## src/sv/assert_macros.svh

```systemverilog
// Assertion macros used by the TGA stream decoder core.
// Each macro is empty when SYNTHESIS is defined; no other dependencies.
`ifndef ASSERT_MACROS_SVH
`define ASSERT_MACROS_SVH

`ifndef SYNTHESIS

// Property checked on every rising aclk edge outside reset.
`define TGAD_ASSERT(lbl, prop, msg) \
    lbl: assert property (@(posedge aclk) disable iff (!aresetn) (prop)) else $error(msg);

// Antecedent in one cycle implies the consequent in the next one.
`define TGAD_ASSERT_NEXT(lbl, ante, cons, msg) \
    lbl: assert property (@(posedge aclk) disable iff (!aresetn) (ante) |=> (cons)) \
        else $error(msg);

`else

`define TGAD_ASSERT(lbl, prop, msg)
`define TGAD_ASSERT_NEXT(lbl, ante, cons, msg)

`endif

`endif

```

## src/sv/tgad_pkg.sv

```systemverilog
// Types and constants for the TGA true-color stream decoder.
// Used by every module of the block; depends on nothing else.
package tgad_pkg;

    localparam int DATA_W    = 8;
    localparam int DIM_W     = 16;
    localparam int INDEX_W   = 32;
    localparam int LENGTH_W  = 32;
    localparam int M_TDATA_W = 104;

    typedef enum logic [1:0] {
        KIND_HEADER = 2'd0,
        KIND_PIXEL  = 2'd1,
        KIND_ERROR  = 2'd2
    } kind_t;

    typedef enum logic [2:0] {
        ERR_SHORT_HEADER = 3'd0,
        ERR_COLOR_MAP    = 3'd1,
        ERR_NOT_RGB      = 3'd2,
        ERR_BAD_DEPTH    = 3'd3,
        ERR_SHORT_RASTER = 3'd4
    } err_t;

    typedef enum logic [3:0] {
        PH_IDLE   = 4'b0001,
        PH_HEADER = 4'b0010,
        PH_SKIP   = 4'b0100,
        PH_RASTER = 4'b1000
    } phase_t;

    typedef struct packed {
        logic [DATA_W-1:0] data_byte;
        logic              first_byte;
    } in_item_t;

    typedef struct packed {
        kind_t              kind;
        err_t               error_code;
        logic [DIM_W-1:0]   width;
        logic [DIM_W-1:0]   height;
        logic               origin_top;
        logic [INDEX_W-1:0] pixel_index;
        logic [7:0]         red;
        logic [7:0]         green;
        logic [7:0]         blue;
        logic [7:0]         alpha;
        logic               last;
    } result_t;

endpackage

```

## src/sv/tgad_in_stage.sv

```systemverilog
// Input register of the TGA decoder: holds one accepted byte for the parser.
// Depends on tgad_pkg.
module tgad_in_stage
    import tgad_pkg::*;
(
    input  logic     aclk,
    input  logic     aresetn,
    input  logic     s_valid,
    output logic     s_ready,
    input  in_item_t s_item,
    input  logic     pop,
    output logic     item_valid,
    output in_item_t item
);

    logic     valid_reg;
    in_item_t item_reg;

    // The slot frees up in the same cycle that the parser consumes it.
    assign s_ready    = !valid_reg || pop;
    assign item_valid = valid_reg;
    assign item       = item_reg;

    always_ff @(posedge aclk) begin
        if (!aresetn) begin
            valid_reg <= 1'b0;
        end else if (s_ready) begin
            valid_reg <= s_valid;
        end
    end

    always_ff @(posedge aclk) begin
        if (s_valid && s_ready) begin
            item_reg <= s_item;
        end
    end

endmodule

```

## src/sv/tgad_core.sv

```systemverilog
// Header parser, size checks and BGR(A) to RGBA conversion of the TGA decoder.
// Depends on tgad_pkg and assert_macros.svh.
`include "assert_macros.svh"

module tgad_core
    import tgad_pkg::*;
(
    input  logic                aclk,
    input  logic                aresetn,
    input  logic                step,
    input  in_item_t            item,
    input  logic [LENGTH_W-1:0] file_length,
    output logic                res_valid,
    output result_t             res
);

    localparam logic [8:0] POS_ID_LEN   = 9'd0;
    localparam logic [8:0] POS_MAP_TYPE = 9'd1;
    localparam logic [8:0] POS_IMG_TYPE = 9'd2;
    localparam logic [8:0] POS_WIDTH_LO = 9'd12;
    localparam logic [8:0] POS_WIDTH_HI = 9'd13;
    localparam logic [8:0] POS_HGT_LO   = 9'd14;
    localparam logic [8:0] POS_HGT_HI   = 9'd15;
    localparam logic [8:0] POS_DEPTH    = 9'd16;
    localparam logic [8:0] POS_DESCR    = 9'd17;
    localparam logic [8:0] HEADER_LEN   = 9'd18;

    phase_t             phase_reg, phase_next;
    logic [8:0]         pos_reg, pos_next;
    logic [8:0]         base_reg, base_next;
    logic [7:0]         id_len_reg, id_len_next;
    logic [DIM_W-1:0]   width_reg, width_next;
    logic [DIM_W-1:0]   height_reg, height_next;
    logic               four_reg, four_next;
    logic               top_reg, top_next;
    logic [1:0]         cc_reg, cc_next;
    logic [23:0]        held_reg, held_next;
    logic [DIM_W-1:0]   col_reg, col_next;
    logic [INDEX_W-1:0] row_base_reg, row_base_next;
    logic [31:0]        left_reg, left_next;
    logic [31:0]        npix_reg, npix_next;
    logic [33:0]        raster_reg, raster_next;
    logic [31:0]        row_last_reg, row_last_next;

    phase_t     phase_eff;
    logic [8:0] pos_eff;
    logic [7:0] b;
    logic [33:0] total_bytes;
    logic [DIM_W-1:0] col_inc;
    logic [1:0] last_ch;

    assign b         = item.data_byte;
    assign phase_eff = item.first_byte ? PH_HEADER : phase_reg;
    assign pos_eff   = item.first_byte ? POS_ID_LEN : pos_reg;
    assign total_bytes = raster_reg + {25'd0, base_reg};
    assign col_inc   = col_reg + 16'd1;
    assign last_ch   = four_reg ? 2'd3 : 2'd2;

    always_comb begin
        phase_next    = phase_reg;
        pos_next      = pos_reg;
        base_next     = base_reg;
        id_len_next   = id_len_reg;
        width_next    = width_reg;
        height_next   = height_reg;
        four_next     = four_reg;
        top_next      = top_reg;
        cc_next       = cc_reg;
        held_next     = held_reg;
        col_next      = col_reg;
        row_base_next = row_base_reg;
        left_next     = left_reg;
        npix_next     = npix_reg;
        raster_next   = raster_reg;
        row_last_next = row_last_reg;
        res_valid     = 1'b0;
        res           = '0;
        res.kind       = KIND_ERROR;
        res.error_code = ERR_SHORT_HEADER;

        case (phase_eff)
            PH_HEADER: begin
                phase_next = PH_HEADER;
                pos_next   = (pos_eff < POS_DESCR) ? pos_eff + 9'd1 : pos_eff;
                case (pos_eff)
                    POS_ID_LEN: begin
                        id_len_next = b;
                        base_next   = HEADER_LEN + {1'b0, b};
                        if (file_length < {23'd0, base_next}) begin
                            res_valid      = 1'b1;
                            res.error_code = ERR_SHORT_HEADER;
                            res.last       = 1'b1;
                            phase_next     = PH_IDLE;
                        end
                    end
                    POS_MAP_TYPE: begin
                        if (b != 8'd0) begin
                            res_valid      = 1'b1;
                            res.error_code = ERR_COLOR_MAP;
                            res.last       = 1'b1;
                            phase_next     = PH_IDLE;
                        end
                    end
                    POS_IMG_TYPE: begin
                        if (b != 8'd2) begin
                            res_valid      = 1'b1;
                            res.error_code = ERR_NOT_RGB;
                            res.last       = 1'b1;
                            phase_next     = PH_IDLE;
                        end
                    end
                    POS_WIDTH_LO: width_next  = {width_reg[15:8], b};
                    POS_WIDTH_HI: width_next  = {b, width_reg[7:0]};
                    POS_HGT_LO:   height_next = {height_reg[15:8], b};
                    POS_HGT_HI: begin
                        height_next = {b, height_reg[7:0]};
                        // Pixel count is formed as the height's high byte arrives.
                        npix_next   = {16'd0, width_reg} * {16'd0, b, height_reg[7:0]};
                    end
                    POS_DEPTH: begin
                        four_next     = (b == 8'd32);
                        raster_next   = (b == 8'd32) ? {npix_reg, 2'b00}
                                      : {2'b00, npix_reg} + {1'b0, npix_reg, 1'b0};
                        row_last_next = (height_reg == '0) ? '0
                                      : npix_reg - {16'd0, width_reg};
                        if (b != 8'd24 && b != 8'd32) begin
                            res_valid      = 1'b1;
                            res.error_code = ERR_BAD_DEPTH;
                            res.width      = width_reg;
                            res.height     = height_reg;
                            res.last       = 1'b1;
                            phase_next     = PH_IDLE;
                        end
                    end
                    POS_DESCR: begin
                        top_next  = b[5];
                        res_valid = 1'b1;
                        if (total_bytes > {2'b00, file_length}) begin
                            res.error_code = ERR_SHORT_RASTER;
                            res.width      = width_reg;
                            res.height     = height_reg;
                            res.last       = 1'b1;
                            phase_next     = PH_IDLE;
                        end else begin
                            res.kind       = KIND_HEADER;
                            res.width      = width_reg;
                            res.height     = height_reg;
                            res.origin_top = b[5];
                            res.last       = (npix_reg == '0);
                            left_next      = npix_reg;
                            col_next       = '0;
                            cc_next        = '0;
                            held_next      = '0;
                            row_base_next  = b[5] ? '0 : row_last_reg;
                            pos_next       = HEADER_LEN;
                            if (npix_reg == '0) begin
                                phase_next = PH_IDLE;
                            end else if (id_len_reg != 8'd0) begin
                                phase_next = PH_SKIP;
                            end else begin
                                phase_next = PH_RASTER;
                            end
                        end
                    end
                    default: begin
                    end
                endcase
            end
            PH_SKIP: begin
                pos_next = pos_reg + 9'd1;
                if (pos_next >= base_reg) begin
                    phase_next = PH_RASTER;
                end
            end
            PH_RASTER: begin
                if (cc_reg < last_ch) begin
                    case (cc_reg)
                        2'd0:    held_next[7:0]   = b;
                        2'd1:    held_next[15:8]  = b;
                        default: held_next[23:16] = b;
                    endcase
                    cc_next = cc_reg + 2'd1;
                end else begin
                    res_valid       = 1'b1;
                    res.kind        = KIND_PIXEL;
                    res.pixel_index = row_base_reg + {16'd0, col_reg};
                    res.blue        = held_reg[7:0];
                    res.green       = held_reg[15:8];
                    res.red         = four_reg ? held_reg[23:16] : b;
                    res.alpha       = four_reg ? b : 8'hFF;
                    cc_next         = '0;
                    held_next       = '0;
                    if (col_inc >= width_reg) begin
                        col_next      = '0;
                        row_base_next = top_reg ? row_base_reg + {16'd0, width_reg}
                                      : row_base_reg - {16'd0, width_reg};
                    end else begin
                        col_next = col_inc;
                    end
                    left_next = left_reg - 32'd1;
                    if (left_reg == 32'd1) begin
                        res.last   = 1'b1;
                        phase_next = PH_IDLE;
                    end
                end
            end
            default: begin
            end
        endcase
    end

    always_ff @(posedge aclk) begin
        if (!aresetn) begin
            phase_reg <= PH_IDLE;
            pos_reg   <= '0;
        end else if (step) begin
            phase_reg <= phase_next;
            pos_reg   <= pos_next;
        end
    end

    always_ff @(posedge aclk) begin
        if (step) begin
            base_reg     <= base_next;
            id_len_reg   <= id_len_next;
            width_reg    <= width_next;
            height_reg   <= height_next;
            four_reg     <= four_next;
            top_reg      <= top_next;
            cc_reg       <= cc_next;
            held_reg     <= held_next;
            col_reg      <= col_next;
            row_base_reg <= row_base_next;
            left_reg     <= left_next;
            npix_reg     <= npix_next;
            raster_reg   <= raster_next;
            row_last_reg <= row_last_next;
        end
    end

    `TGAD_ASSERT(a_pixels_pending,
        (phase_reg == PH_SKIP || phase_reg == PH_RASTER) |-> left_reg != 32'd0,
        "image phase with no pixels left")
    `TGAD_ASSERT(a_column_in_row,
        (phase_reg == PH_RASTER) |-> col_reg < width_reg,
        "column beyond image width")
    `TGAD_ASSERT(a_channel_count,
        (phase_reg == PH_RASTER && !four_reg) |-> cc_reg != 2'd3,
        "fourth channel held for 24-bit data")
    `TGAD_ASSERT(a_idle_silent,
        (step && phase_reg == PH_IDLE && !item.first_byte) |-> !res_valid,
        "result produced while idle")
    `TGAD_ASSERT_NEXT(a_last_to_idle,
        step && res_valid && res.last, phase_reg == PH_IDLE,
        "parser not idle after final result")

endmodule

```

## src/sv/tgad_out_stage.sv

```systemverilog
// Output register of the TGA decoder: holds one result until the sink takes it.
// Depends on tgad_pkg.
module tgad_out_stage
    import tgad_pkg::*;
(
    input  logic    aclk,
    input  logic    aresetn,
    input  logic    push,
    input  result_t push_res,
    output logic    can_take,
    output logic    m_valid,
    input  logic    m_ready,
    output result_t m_res
);

    logic    valid_reg;
    result_t res_reg;

    assign can_take = !valid_reg || m_ready;
    assign m_valid  = valid_reg;
    assign m_res    = res_reg;

    always_ff @(posedge aclk) begin
        if (!aresetn) begin
            valid_reg <= 1'b0;
        end else if (can_take) begin
            valid_reg <= push;
        end
    end

    always_ff @(posedge aclk) begin
        if (push && can_take) begin
            res_reg <= push_res;
        end
    end

endmodule

```

## src/sv/tga_truecolor_stream_decoder_top.sv

```systemverilog
// Top level of the TGA true-color stream decoder: ports, file length register.
// Depends on tgad_pkg, tgad_in_stage, tgad_core and tgad_out_stage.
//
//  Port group  Dir  Moves
//  s_*         in   one file byte per transfer, s_tuser marks the first byte
//  m_*         out  header, pixel or error result, m_tlast on the file's last
//  cfg_*       in   file length in bytes
//
// One byte per cycle sustained while m_tready stays high; a result reaches m_* through
// the input register, the parser logic and the output register.
// The deepest logic is the 16 by 16 pixel count product at the height's high
// byte; the 34-bit raster size add and compare follows at the final header byte.
// Reset is synchronous and clears the handshake state and the parser phase.
// A stalled m_tready backs up to s_tready only once both registers are full.
module tga_truecolor_stream_decoder_top
    import tgad_pkg::*;
(
    input  logic                 aclk,
    input  logic                 aresetn,
    input  logic                 s_tvalid,
    output logic                 s_tready,
    input  logic [7:0]           s_tdata,      // [7:0] data_byte
    input  logic [0:0]           s_tuser,      // [0] first_byte
    output logic                 m_tvalid,
    input  logic                 m_tready,
    // [2:0] error_code, [18:3] width, [34:19] height, [35] origin_top,
    // [67:36] pixel_index, [75:68] red, [83:76] green, [91:84] blue,
    // [99:92] alpha, [103:100] zero
    output logic [M_TDATA_W-1:0] m_tdata,
    output logic [1:0]           m_tuser,      // [1:0] kind
    output logic                 m_tlast,
    input  logic                 cfg_wr_en,
    input  logic [LENGTH_W-1:0]  cfg_wr_data
);

    logic [LENGTH_W-1:0] file_length_reg;
    in_item_t            s_item;
    in_item_t            item;
    logic                item_valid;
    logic                can_take;
    logic                step;
    logic                res_valid;
    result_t             res;
    result_t             m_res;

    assign s_item.data_byte  = s_tdata;
    assign s_item.first_byte = s_tuser[0];
    assign step              = item_valid && can_take;

    always_ff @(posedge aclk) begin
        if (!aresetn) begin
            file_length_reg <= '0;
        end else if (cfg_wr_en) begin
            file_length_reg <= cfg_wr_data;
        end
    end

    tgad_in_stage u_in_stage (
        .aclk       (aclk),
        .aresetn    (aresetn),
        .s_valid    (s_tvalid),
        .s_ready    (s_tready),
        .s_item     (s_item),
        .pop        (step),
        .item_valid (item_valid),
        .item       (item)
    );

    tgad_core u_core (
        .aclk        (aclk),
        .aresetn     (aresetn),
        .step        (step),
        .item        (item),
        .file_length (file_length_reg),
        .res_valid   (res_valid),
        .res         (res)
    );

    tgad_out_stage u_out_stage (
        .aclk     (aclk),
        .aresetn  (aresetn),
        .push     (step && res_valid),
        .push_res (res),
        .can_take (can_take),
        .m_valid  (m_tvalid),
        .m_ready  (m_tready),
        .m_res    (m_res)
    );

    assign m_tdata = {4'd0, m_res.alpha, m_res.blue, m_res.green, m_res.red,
                      m_res.pixel_index, m_res.origin_top, m_res.height,
                      m_res.width, m_res.error_code};
    assign m_tuser = m_res.kind;
    assign m_tlast = m_res.last;

endmodule

```

## config.mk

```make
export PLATFORM = sky130hd
export DESIGN_NAME = tga_truecolor_stream_decoder_top
export DESIGN_NICKNAME = d
export VERILOG_FILES = /design/src/sv/tgad_pkg.sv /design/src/sv/tgad_in_stage.sv /design/src/sv/tgad_core.sv /design/src/sv/tgad_out_stage.sv /design/src/sv/tga_truecolor_stream_decoder_top.sv
export VERILOG_INCLUDE_DIRS = /design/src /design/src/sv
export SDC_FILE = /design/constraint.sdc
export NUM_CORES = 2
export LEC_CHECK = 0
export BUFFER_PORTS_ARGS = -buffer_cell sky130_fd_sc_hd__buf_2
export CAP_MARGIN = 10
export CORE_AREA = 2 2 229 276
export DETAILED_ROUTE_END_ITERATION = 8
export DIE_AREA = 0 0 231 278
export GPL_TIMING_DRIVEN = 0
export PLACE_DENSITY = 0.81
export SETUP_SLACK_MARGIN = 0.05
export SLEW_MARGIN = 5
export SYNTH_ARGS = -nofsm -noshare
export SYNTH_HDL_FRONTEND = slang
export SYNTH_SLANG_ARGS = --single-unit
```

## constraint.sdc

```tcl
create_clock -name aclk -period 15.4 [get_ports aclk]
set_input_delay 3.85 -clock aclk [delete_from_list [all_inputs] [get_ports aclk]]
set_output_delay 3.85 -clock aclk [all_outputs]
set_load 0.02 [all_outputs]
```

Word-level counts from Yosys, hierarchy flattened. Index checks and enable logic that the tools add are counted.

Register bits: 414. Bits of input ports: 46. Output and inout bits: 109. Logic and storage cells: 199.

Add/sub/neg operators: 12. Multipliers: 1. Order comparisons: 6. Equal/unequal tests: 26. Multiplexer cells: 73. Bitwise logic cells: 7. Reductions and logical operators: 37.

Operator list (number): $mux 32 (9); $pmux 32 s2 (3); $pmux 16 s2 (3); $mux 24 (3); $mux 34 (2); $add 32x16->32 (2); $mux 16 (4); $sub 32x16->32 (2); $pmux 24 s2 (1); $mux 8 (5); $eq 9x4->1 const B (4); $mux 9 (4); $add 32x33->34 (1); $add 34x9->34 (1); $gt 34x32->1 (1); $eq 32x1->1 const B (1); $logic_not 32->1 (1); $lt 32x9->1 (1); $mul 16x16->32 (1); $sub 32x1->32 const B (1); $mux 4 (7); $reduce_and 5->1 (5); $mux 2 (11); $pmux 4 s5 (1); other kinds (46) (88).

Depth between registers and ports, before layout.
Depth in word-level cells: 7. Gate-level depth with buffers: 25. Depth with buffers taken out: 23.

By module. From an unflattened synthesis, not the netlist that was laid out.

Cell total of the unflattened synthesis: 3418. Area, all modules: 33485.9 um2.

Modules (own cells, without submodules): tgad_core (instances 1, cells an instance 3186, area each 28717.5 um2); tgad_out_stage (instances 1, cells an instance 108, area each 3150.5 um2); tga_truecolor_stream_decoder_top (instances 1, cells an instance 110, area each 1290.0 um2); tgad_in_stage (instances 1, cells an instance 14, area each 327.8 um2).

Least setup slack after synthesis. No wires, ideal clock.

Path kind: input to register. Start: input m_tready. End: register u_out_stage.res_reg, in the netlist u_out_stage.m_res[0] (enable). Setup time: 0.565 ns. Arrival time: 8.522 ns. Data required time: 14.835 ns. Setup slack: 6.313 ns. Stages: 4. Path buffers: 1. Cells stage by stage: nor2b_1 > nand2b_1 > buf_1 > nor2_1.

Cells in the longest elaborated chain, start to end: 4.

Ends and longest elaborated chain: start, declared (RTL line tga_truecolor_stream_decoder_top.sv:25) `input logic m_tready,`; $logic_or 1x1->1 (*) (RTL line tgad_out_stage.sv:19) `assign can_take = !valid_reg || m_ready;`; $logic_and 1x1->1 (RTL line tga_truecolor_stream_decoder_top.sv:48) `assign step = item_valid && can_take;`; $logic_and 1x1->1 (RTL line tga_truecolor_stream_decoder_top.sv:82) `.push (step && res_valid),`; $logic_and 1x1->1 (*) (RTL line tgad_out_stage.sv:32) `if (push && can_take) begin`; end signal, assigned (RTL line tgad_out_stage.sv:33) `res_reg <= push_res;`; end, declared (RTL line tgad_out_stage.sv:17) `result_t res_reg;`.

Every way passes the cells marked *; elsewhere a longest branch is shown, timed or not. A chain may end at the register's enable or synchronous reset.

Worst setup path in the final report.
Start: input m_tready. End: output s_tready.

Cells in the longest elaborated chain, start to end: 3.

Ends and longest elaborated chain: $logic_or 1x1->1 (RTL line tgad_out_stage.sv:19); $logic_and 1x1->1 (RTL line tga_truecolor_stream_decoder_top.sv:48); $logic_or 1x1->1 (RTL line tgad_in_stage.sv:20) `assign s_ready = !valid_reg || pop;`; end, declared (RTL line tga_truecolor_stream_decoder_top.sv:21) `output logic s_tready,`.

Every way passes these cells.

==> results.cfg <==
[min_path]
hp-class = flip-flop to flip-flop
holdPathStages = 0
hold_end = u_core.id_len_reg[7]$_DFFE_PP_
min_from = u_in_stage.item[8]$_DFFE_PP_

[run_status]
run_status = finished, final reports clean

[finish]
multiInputGateArea_um2 = 19500
drive_above_1_share_pct = 7.53
largest_register_ffs = 103
syn_to_final_growth_pct = 9.89
fill_cells = 5087
stdcell_area_um2 = 36700
final_util_pct = 59.7
nets = 4190
ff_latch_area_um2 = 11900

[route]
firstDrtPassIters = 6
via_per_inst = 5.83
drtIter0Drc = 2165
vias = 26100
dr.max_layer_used = met4
drt-met1-wl_um = 34000
finalWirelength_um = 89200
wl_met3_um = 7020
drtAntennaViolNets = 0
wl_met2_um = 42400
drc = 0
route.detailed.wl_per_inst_um = 19.9

[logic_synthesis]
avgSynthCellArea_um2 = 9.73
yosysTopAreaCell = edfxtp_1
synth_top_family_by_area = adder cells
yosysTopAreaCellShare_pct = 32.9
synth_edf_count = 366
synth_common_cells = 383 x inv_1, 366 x edfxtp_1, 352 x nand2_1, 310 x ha_1, 222 x nor2_1
ys_types = 92
synthAdderAreaFrac_pct = 23.5
synth-compound-area-share_pct = 10.7
synth_seq_cells = 413
synth_area_um2 = 33400
synth-simple-area-share_pct = 16.9
ys.flop_type = edfxtp_1
synth_most_common_cell = inv_1
synthArstFlopShare_pct = 0
synthTopCellsByArea = edfxtp_1 33%, fa_1 12%, ha_1 12%, inv_1 4.3%, xnor2_1 4.1%
ys_warn_count = 0
synthMuxAreaShare_pct = 1.42
synth-seq-area-share_pct = 35.7
netlist_instances = 3434
synth-xor-area-share_pct = 5.66

[setup_path]
crit_path_frequent_cell = buf_2
worstPathCellList = buf_2 -> nor2b_1 -> nand2_1 -> buf_2
worstSetupPathType = input pin to output pin
critPathArrivalTime_ns = 4.48
r2r-start = u_in_stage.item[7]$_DFFE_PP_
cp_slowest_cell = nor2b_1
worst_setup_path_end_kind = output pin
path_delay_family = simple AND/OR/NAND/NOR gates
start_kind = input pin
critPathMaxFanout = 5
critPathRequiredTime_ns = 11.55
critPathBufInv = 2
max_stage_delay_ns = 0.26
worstRegToRegCells = 23
timing.rr.end = u_core.npix_reg[30]$_DFFE_PP_
reg2reg_slack_ns = 7.48

[clock_tree]
cts_buffer_depth = 3
insertion_delay_ns = 0.59
cts_buffers = 41
tritoncts = built
cts_resized = 0
cts_setup_buffers = 0
h-tree-depth = 2
hold_buffers = 0
path_clk_slew_ns = 0.06
cts_sinks = 413
clock-root-buffer = clkbuf_16

[floorplanning]
dieArea_um2 = 64200
dieHeight_um = 278
initial_utilization_pct = 54.3
fp.dieW_um = 231
core_area_um2 = 61600
rows = 100
io_pins = 155

[timing]
finalHoldViolCount = 0
skew_ns = 0.0265
finalSetupTns_ns = 0
maxSlewHeadroom_pct = 21.2
rsz0062_at_grt = false
report.final.slew_viol_count = 0
timing.fmax_mhz = 120
max_slew.worst_pin.slew_ns = 1.17
fin_crit_sh_pct = 54.1
setup_viol = 0
fin_crit_ns = 8.33
worst_slack_ns = 7.07

[placement]
dp_hpwl_um = 69300
pre_cts_slack_ns = 7.08
port_buffers = 148
dpl_cell_area_um2 = 35300
gp_congestion = 0.971

[power]
power_frac_seq_pct = 31.0
ir_drop_mv = 0.239
combPwrFrac_pct = 44.7
swShare_pct = 36.9
power_leakage_nw = 16.1
pwr-share-clk_pct = 24.2
p_switching_mw = 1.59
power_density_nw_per_um2 = 117
internal-power_mw = 2.71

[global_routing]
grt_overflow = 0
grt_start_max_net_pins = 36
grt_pass1_vias = 25700
grt_pass1_wl_um = 139000
antenna_found_initial = 4
gr-usage-all-layers_pct = 27.9

[flow_run]
maxCapViolCount = 0
## per-layer routing
layer / up-vias / track usage, %
met4: 0 / 15.9
met1: 12600 / 34.6
met3: 268 / 4.57
met5: - / 0
li1: 12100 / -
met2: 1164 / 46.2
## worst register-to-register path: stages (launching register included)
cell	delay [ns]
edfxtp_1	0.34
clkbuf_1	0.77
clkbuf_1	0.83
nand2_1	0.17
fa_1	0.55
inv_1	0.06
fa_1	0.54
inv_1	0.06
fa_1	0.57
inv_1	0.08
fa_1	0.53
inv_1	0.06
fa_1	0.53
inv_1	0.06
fa_1	0.49
ha_1	0.40
nand4_1	0.18
nor2_1	0.28
nand2_1	0.09
o21ba_2	0.23
o311ai_0	0.44
a31o_2	0.24
a21oi_1	0.08
xnor2_1	0.13
## cell families (layout without fill, tap and decap cells)
| kind of cell | after synthesis | in the layout |
|---|---|---|
| multiplexers | 47 | 47 |
| adder cells (fa/ha/maj) | 509 | 509 |
| flip-flops | 413 | 413 |
| other | 1 | 7 |
| AND/OR/NAND/NOR | 1144 | 1144 |
| XOR/XNOR | 216 | 216 |
| AO/OA/AOI/OAI | 575 | 575 |
| buffers and inverters | 529 | 758 |
## metrics by stage
stage / hold WS, ns / instances / total power, mW
after CTS: 0.456 / 4481 / 4.31
after detailed placement: 0.433 / 4407 / 3.27
after floorplan: 0.424 / 3437 / 2.78
after global placement: 0.430 / 4401 / 3.22
final: 0.454 / 4485 / 4.30
after global routing: 0.463 / 4482 / 4.57
## power by group through the flow
stage | clock network [mW] | registers [mW] | logic [mW]
floorplan | 0 | 1.35 | 1.43
global placement | 0 | 1.36 | 1.86
detailed placement | 0 | 1.36 | 1.91
CTS | 1.04 | 1.33 | 1.93
global route | 1.09 | 1.33 | 2.15
finish | 1.04 | 1.33 | 1.92
## layout by cell type (no fill, tap or decap), drive strengths merged, types with 6 or more instances in the layout
cell / instances
edfxtp: 366
clkinv: 17
fa: 199
a21o: 53
nor2: 223
clkbuf: 174
a211oi: 18
xnor2: 158
a31oi: 38
a41oi: 6
o21a: 24
or2: 7
nor3b: 8
a21boi: 6
or4: 6
mux2i: 43
inv: 387
nor2b: 75
nor4: 27
dfxtp: 47
and2: 134
a31o: 6
ha: 310
nand4: 34
a21oi: 174
nor3: 58
o31a: 6
xor2: 58
o21ai: 164
o21bai: 17
or3: 19
and3: 63
o22ai: 6
buf: 172
nand2b: 33
o31ai: 7
nand2: 352
nand3: 91
o211ai: 14
## worst max path at each step
stage,from,endpoint,cells after the start
floorplan,m_tready,u_out_stage.m_res[0]$_DFFE_PP_,4
global placement,m_tready,u_out_stage.m_res[68]$_SDFFCE_PN0P_,5
detailed placement,m_tready,s_tready,4
CTS,m_tready,s_tready,4
global route,m_tready,s_tready,4
finish,m_tready,s_tready,4
## final cells by class
type                       count  share of cell area, %
clock inverter                27                  0.865
clock buffer                  47                   2.86
antenna                        3                 0.0204
timing repair buffer         155                   2.34
sequential                   413                   32.5
tap                          816                   2.78
inverter                     385                   3.94
buffer                       144                   1.53
multi-input combinational   2495                   53.2
(Power assumes the default switching activity.)
